`src/hdl/assert_macros.svh`:
```
// assertion macros shared by the rtl files
`ifndef ASSERT_MACROS_SVH
`define ASSERT_MACROS_SVH
// check that a condition implies a second one in the same cycle
`define ASSERT_IMPL(label, clk, rst_n, a, c) \
    label: assert property (@(posedge clk) disable iff (!rst_n) (a) |-> (c)) \
        else $error("assertion failed");
// check that a condition implies a second one in the next cycle
`define ASSERT_NEXT(label, clk, rst_n, a, c) \
    label: assert property (@(posedge clk) disable iff (!rst_n) (a) |=> (c)) \
        else $error("assertion failed");
`endif

```
`src/hdl/bwf_pkg.sv`:
```
// package: types, constants and exp tables of the bilateral window filter
`default_nettype none
package bwf_pkg;
    localparam logic [1:0] REG_KERNEL_DIM = 2'd0;
    localparam logic [1:0] REG_SPATIAL    = 2'd1;
    localparam logic [1:0] REG_RANGE      = 2'd2;
    localparam logic [1:0] REG_MASK       = 2'd3;

    typedef struct packed {
        logic start;
        logic acc;
        logic fin;
        logic div_step;
        logic clear;
    } bwf_cmd_t;

    typedef struct packed {
        logic stage_done;
        logic div_done;
    } bwf_sts_t;

    function automatic logic [16:0] exp_int(input logic [3:0] n);
        case (n)
            4'd0: exp_int = 17'd65536;
            4'd1: exp_int = 17'd24109;
            4'd2: exp_int = 17'd8869;
            4'd3: exp_int = 17'd3263;
            4'd4: exp_int = 17'd1200;
            4'd5: exp_int = 17'd442;
            4'd6: exp_int = 17'd162;
            4'd7: exp_int = 17'd60;
            4'd8: exp_int = 17'd22;
            4'd9: exp_int = 17'd8;
            4'd10: exp_int = 17'd3;
            4'd11: exp_int = 17'd1;
            default: exp_int = 17'd0;
        endcase
    endfunction

    function automatic logic [16:0] exp_hi(input logic [3:0] k);
        case (k)
            4'd0: exp_hi = 17'd65536;
            4'd1: exp_hi = 17'd61565;
            4'd2: exp_hi = 17'd57835;
            4'd3: exp_hi = 17'd54331;
            4'd4: exp_hi = 17'd51039;
            4'd5: exp_hi = 17'd47947;
            4'd6: exp_hi = 17'd45042;
            4'd7: exp_hi = 17'd42313;
            4'd8: exp_hi = 17'd39750;
            4'd9: exp_hi = 17'd37341;
            4'd10: exp_hi = 17'd35079;
            4'd11: exp_hi = 17'd32954;
            4'd12: exp_hi = 17'd30957;
            4'd13: exp_hi = 17'd29081;
            4'd14: exp_hi = 17'd27319;
            default: exp_hi = 17'd25664;
        endcase
    endfunction

    function automatic logic [16:0] exp_lo(input logic [3:0] k);
        case (k)
            4'd0: exp_lo = 17'd65536;
            4'd1: exp_lo = 17'd65280;
            4'd2: exp_lo = 17'd65026;
            4'd3: exp_lo = 17'd64772;
            4'd4: exp_lo = 17'd64520;
            4'd5: exp_lo = 17'd64268;
            4'd6: exp_lo = 17'd64018;
            4'd7: exp_lo = 17'd63768;
            4'd8: exp_lo = 17'd63520;
            4'd9: exp_lo = 17'd63272;
            4'd10: exp_lo = 17'd63025;
            4'd11: exp_lo = 17'd62780;
            4'd12: exp_lo = 17'd62535;
            4'd13: exp_lo = 17'd62291;
            4'd14: exp_lo = 17'd62048;
            default: exp_lo = 17'd61806;
        endcase
    endfunction
endpackage
`default_nettype wire

```
`src/hdl/bwf_ctrl.sv`:
```
// controller: sequences weight pipeline, accumulation and division
`default_nettype none
`include "assert_macros.svh"
module bwf_ctrl (
    input  wire              clk,
    input  wire              rst_n,
    input  wire              in_valid,
    input  wire              in_last,
    input  wire              out_stall,
    input  bwf_pkg::bwf_sts_t sts,
    output logic             in_stall,
    output logic             out_valid,
    output bwf_pkg::bwf_cmd_t cmd
);
    typedef enum logic [2:0] {S_IDLE, S_WORK, S_ACC, S_DIV, S_OUT} state_t;

    state_t state_reg;
    logic   last_reg;

    // command decode
    always_comb
    begin
        cmd          = '0;
        cmd.start    = (state_reg == S_IDLE) && in_valid;
        cmd.acc      = (state_reg == S_ACC);
        cmd.fin      = (state_reg == S_ACC) && last_reg;
        cmd.div_step = (state_reg == S_DIV);
        cmd.clear    = (state_reg == S_OUT) && !out_stall;
    end

    assign in_stall  = (state_reg != S_IDLE);
    assign out_valid = (state_reg == S_OUT);

    // state and registered flags
    always_ff @(posedge clk or negedge rst_n)
    begin
        if (!rst_n)
        begin
            state_reg <= S_IDLE;
            last_reg  <= 1'b0;
        end
        else
        begin
            case (state_reg)
                S_IDLE:
                begin
                    if (in_valid)
                    begin
                        last_reg  <= in_last;
                        state_reg <= S_WORK;
                    end
                end
                S_WORK:
                begin
                    if (sts.stage_done)
                        state_reg <= S_ACC;
                end
                S_ACC:
                begin
                    state_reg <= last_reg ? S_DIV : S_IDLE;
                end
                S_DIV:
                begin
                    if (sts.div_done)
                        state_reg <= S_OUT;
                end
                S_OUT:
                begin
                    if (!out_stall)
                        state_reg <= S_IDLE;
                end
                default: state_reg <= S_IDLE;
            endcase
        end
    end

    `ASSERT_IMPL(a_out_only_final, clk, rst_n, out_valid, last_reg)
    `ASSERT_NEXT(a_out_holds, clk, rst_n, out_valid && out_stall, out_valid)
    `ASSERT_IMPL(a_no_take_busy, clk, rst_n, cmd.start, !out_valid)
endmodule
`default_nettype wire

```
`config.mk`:
```
export PLATFORM = sky130hd
export DESIGN_NAME = bwf_ctrl
export DESIGN_NICKNAME = d
export VERILOG_FILES = /design/src/hdl/bwf_pkg.sv /design/src/hdl/bwf_ctrl.sv
export VERILOG_INCLUDE_DIRS = /design/src /design/src/hdl
export SDC_FILE = /design/constraint.sdc
export NUM_CORES = 1
export LEC_CHECK = 0
export ABC_AREA = 1
export BUFFER_PORTS_ARGS = -buffer_cell sky130_fd_sc_hd__buf_2
export CAP_MARGIN = 20
export CORE_AREA = 4 4 41 43
export DETAILED_ROUTE_END_ITERATION = 6
export DIE_AREA = 0 0 45 47
export HOLD_SLACK_MARGIN = 0.15
export PLACE_DENSITY_LB_ADDON = 0.08
export REMOVE_ABC_BUFFERS = 1
export SYNTH_ARGS = -nofsm -noshare
export SYNTH_HDL_FRONTEND = slang
export SYNTH_SLANG_ARGS = --single-unit
export TNS_END_PERCENT = 30
```
`constraint.sdc`:
```
create_clock -name clk -period 1.2 [get_ports clk]
set_clock_uncertainty 0.1 [all_clocks]
set_input_delay 0.24 -clock clk [delete_from_list [all_inputs] [get_ports clk]]
set_output_delay 0.24 -clock clk [all_outputs]
set_load 0.005 [all_outputs]
```
==> results by group <==
Clock network
  – Clock Latency Late Sink: 230 ps
  – CTS tree: yes
  – CTS Sinks: 4
  – CTS buffer count: 3
  – Clk buf depth: 2
  – Clk slew on worst S/H paths: 40 ps
  – Root Buffer: clkbuf_4
  – H-tree depth: 1

Power
  – Int Power: 0.609 mW
  – Clk pwr share: 15.7%
  – Ratio of total power to cell area: 2300 mW/mm^2
  – Max VDD drop: 0.000745 V
  – Switching power: 0.436 mW
  – Comb power frac: 57.5%
  – Switch share: 41.7%
  – LEAKAGE: 0.267 nW
  – Seq pwr share: 26.8%

Placement
  – Port bufs: 13
  – Pre-CTS WS: -28.3 ps
  – Global placer's final weighted congestion: 0.704
  – Post-DP HPWL: 590 um
  – DP Cell Count: 69

Cells and area
  – Filler cell count: 157
  – Cell Count, Final, Fillers Out: 77
  – Register area: 103 sq um
  – Max FFs per register: 3
  – ANT cells: 0
  – Layout cells sized above 1: 53.2%
  – Layout Nets: 71
  – Area of the multi-input gates: 141 sq um
  – Synthesis-to-layout area growth: 78.4%

STA
  – Min cycle time layout: 1420 ps
  – Worst slew pin tran: 166 ps
  – Final period util: 119%
  – Slew Limit Headroom: 88.9%
  – Worst hold slack: 248 ps
  – Total negative slack: -1350 ps
  – Final setup vio count: 9
  – Final worst setup slack: -222 ps
  – Peak Freq: 703 MHz
  – Final hold vios: 0
  – RSZ-0062 raised after global routing: true
  – Slew Limit Fails: 0

Floorplanning
  – Die ar.: 0.00212 sq mm
  – Die span in x: 45 um
  – I/O pin cnt: 14
  – Die Ht: 47 um
  – CORE AREA: 0.00130 sq mm
  – Starting utilization of the core area: 19.6%
  – Rows: 13

Logic synthesis
  – Yosys warning count: 0
  – Cells after Synth: 38
  – Synth unique cells: 12
  – Register area share after synthesis: 39.2%
  – Flops & latches, synth: 4
  – Synthesized area per cell: 6.72 sq um
  – Cell area after synthesis: 255 sq um

GRT
  – Gr ovfl total: 0
  – Vias in the first global route: 324
  – Largest net degree at the start of global routing: 7
  – Total GRT Usage: 8.71%
  – Initial antenna violation count: 0
  – First-pass GRT wire length: 1300 um

Job
  – Maxcap violations: 0

Outcome
  – Failing checks: setup timing
  – Status: finished, violations left

Routing
  – Vias per Instance: 4.08
  – Final wirelength: 747 um
  – Routed WL per cell: 9.70 um
  – Starting DRC count in detailed routing: 3
  – Via count: 314
  – DRT Pass-1 Iters: 2
  – Drt drc: 0
  – Antenna viol nets, final: 0

Worst setup path
  – Worst Path Required: 860 ps
  – CP arrival: 1080 ps
  – CP Capture Type: output pin
  – Startpoint Class: flip-flop
  – Crit Path Max Fanout: 3
  – Critical path class: flip-flop to output pin

Min path
  – HP Class: primary input to asynchronous set/reset pin
stage by stage:
| step | area (sq um) | power [mW] | util (%) |
|---|---|---|---|
| after floorplan | 255 | 0.548 | - |
| after global placement | 362 | 0.746 | 27.8 |
| after detailed placement | 362 | 0.743 | 27.8 |
| after CTS | 410 | 0.946 | 31.5 |
| after global routing | 455 | 1.16 | 35.0 |
| final | 455 | 1.05 | 35.0 |
cell type report:
type / count / share of cell area (%)
repair buffers: 21 / 29.9
well taps: 15 / 4.12
flip-flops and latches: 4 / 22.5
inverters: 9 / 7.42
multi-input cells: 25 / 31.0
clock buffers: 3 / 4.95
kinds of logic after synthesis:
kind of cell,Yosys count,share of synthesized area [%]
compound gates,3,6.86
buf+inv,9,13.2
flops,4,39.2
simple gates,22,40.7
metal layers:
metal  vias up  wire (um)  GRT usage [%]
li1        167          -              -
met1       141        306           10.1
met2         6        383           13.0
met3         0         57           1.92
met4         0          0           8.77
met5         -          0              0
Yosys cell counts, drive strengths merged:
cell type / instances / share of area, %
inv: 9 / 13
dfrtp: 4 / 39
nor3: 1 / 2.0
o211ai: 1 / 2.9
o21ai: 2 / 3.9
nand2: 8 / 13
nand3: 6 / 12
nand4: 1 / 2.5
nor2: 6 / 12
worst paths after layout:
kind	from	endpoint	slack, ps	cells past startpoint
worst max register to register	state_reg[1]	state_reg[1]	-60	7
worst min-delay path	rst_n	state_reg[1]	250	2
worst min register to register	last_reg	last_reg	450	2
worst max-delay path	state_reg[1]	cmd[4]	-220	4
max in group asynchronous	rst_n	state_reg[0]	620	2
min in group clk	sts[1]	state_reg[0]	250	4
cell usage in the layout, fill, tap and decap left out, types with 2 or more instances in the layout:
| cell | n |
|---|---|
| nand3_1 | 5 |
| nand2_1 | 6 |
| dfrtp_1 | 2 |
| nor2_1 | 2 |
| clkbuf_4 | 3 |
| buf_2 | 12 |
| inv_2 | 2 |
| inv_1 | 7 |
| nand2_2 | 2 |
| nor2_2 | 2 |
| nor2_4 | 2 |
| dlygate4sd3_1 | 2 |
| dfrtp_2 | 2 |
| buf_4 | 6 |
timing repair:
item                                    CTS  global route
endpoints found under the setup margin    9            10
hold buffers                              2             0
gates cloned                              0             0
resized for setup                         2             8
hold endpoints to repair                  5             0
pin swaps                                 1             4
buffers inserted                          0             3
power by group through the flow:
stage / registers [mW] / logic (mW) / clock network (mW)
after floorplan: 0.253 / 0.294 / 0
after global placement: 0.267 / 0.480 / 0
after detailed placement: 0.266 / 0.477 / 0
after CTS: 0.278 / 0.493 / 0.175
after global routing: 0.292 / 0.676 / 0.189
final: 0.280 / 0.601 / 0.164
worst max-delay path: stages (launching register included):
cell	delay (ps)
dfrtp_2	430
nor2_4	130
nand2_2	90
nor2_4	90
buf_2	110
Power figures use the tool's default switching activity.
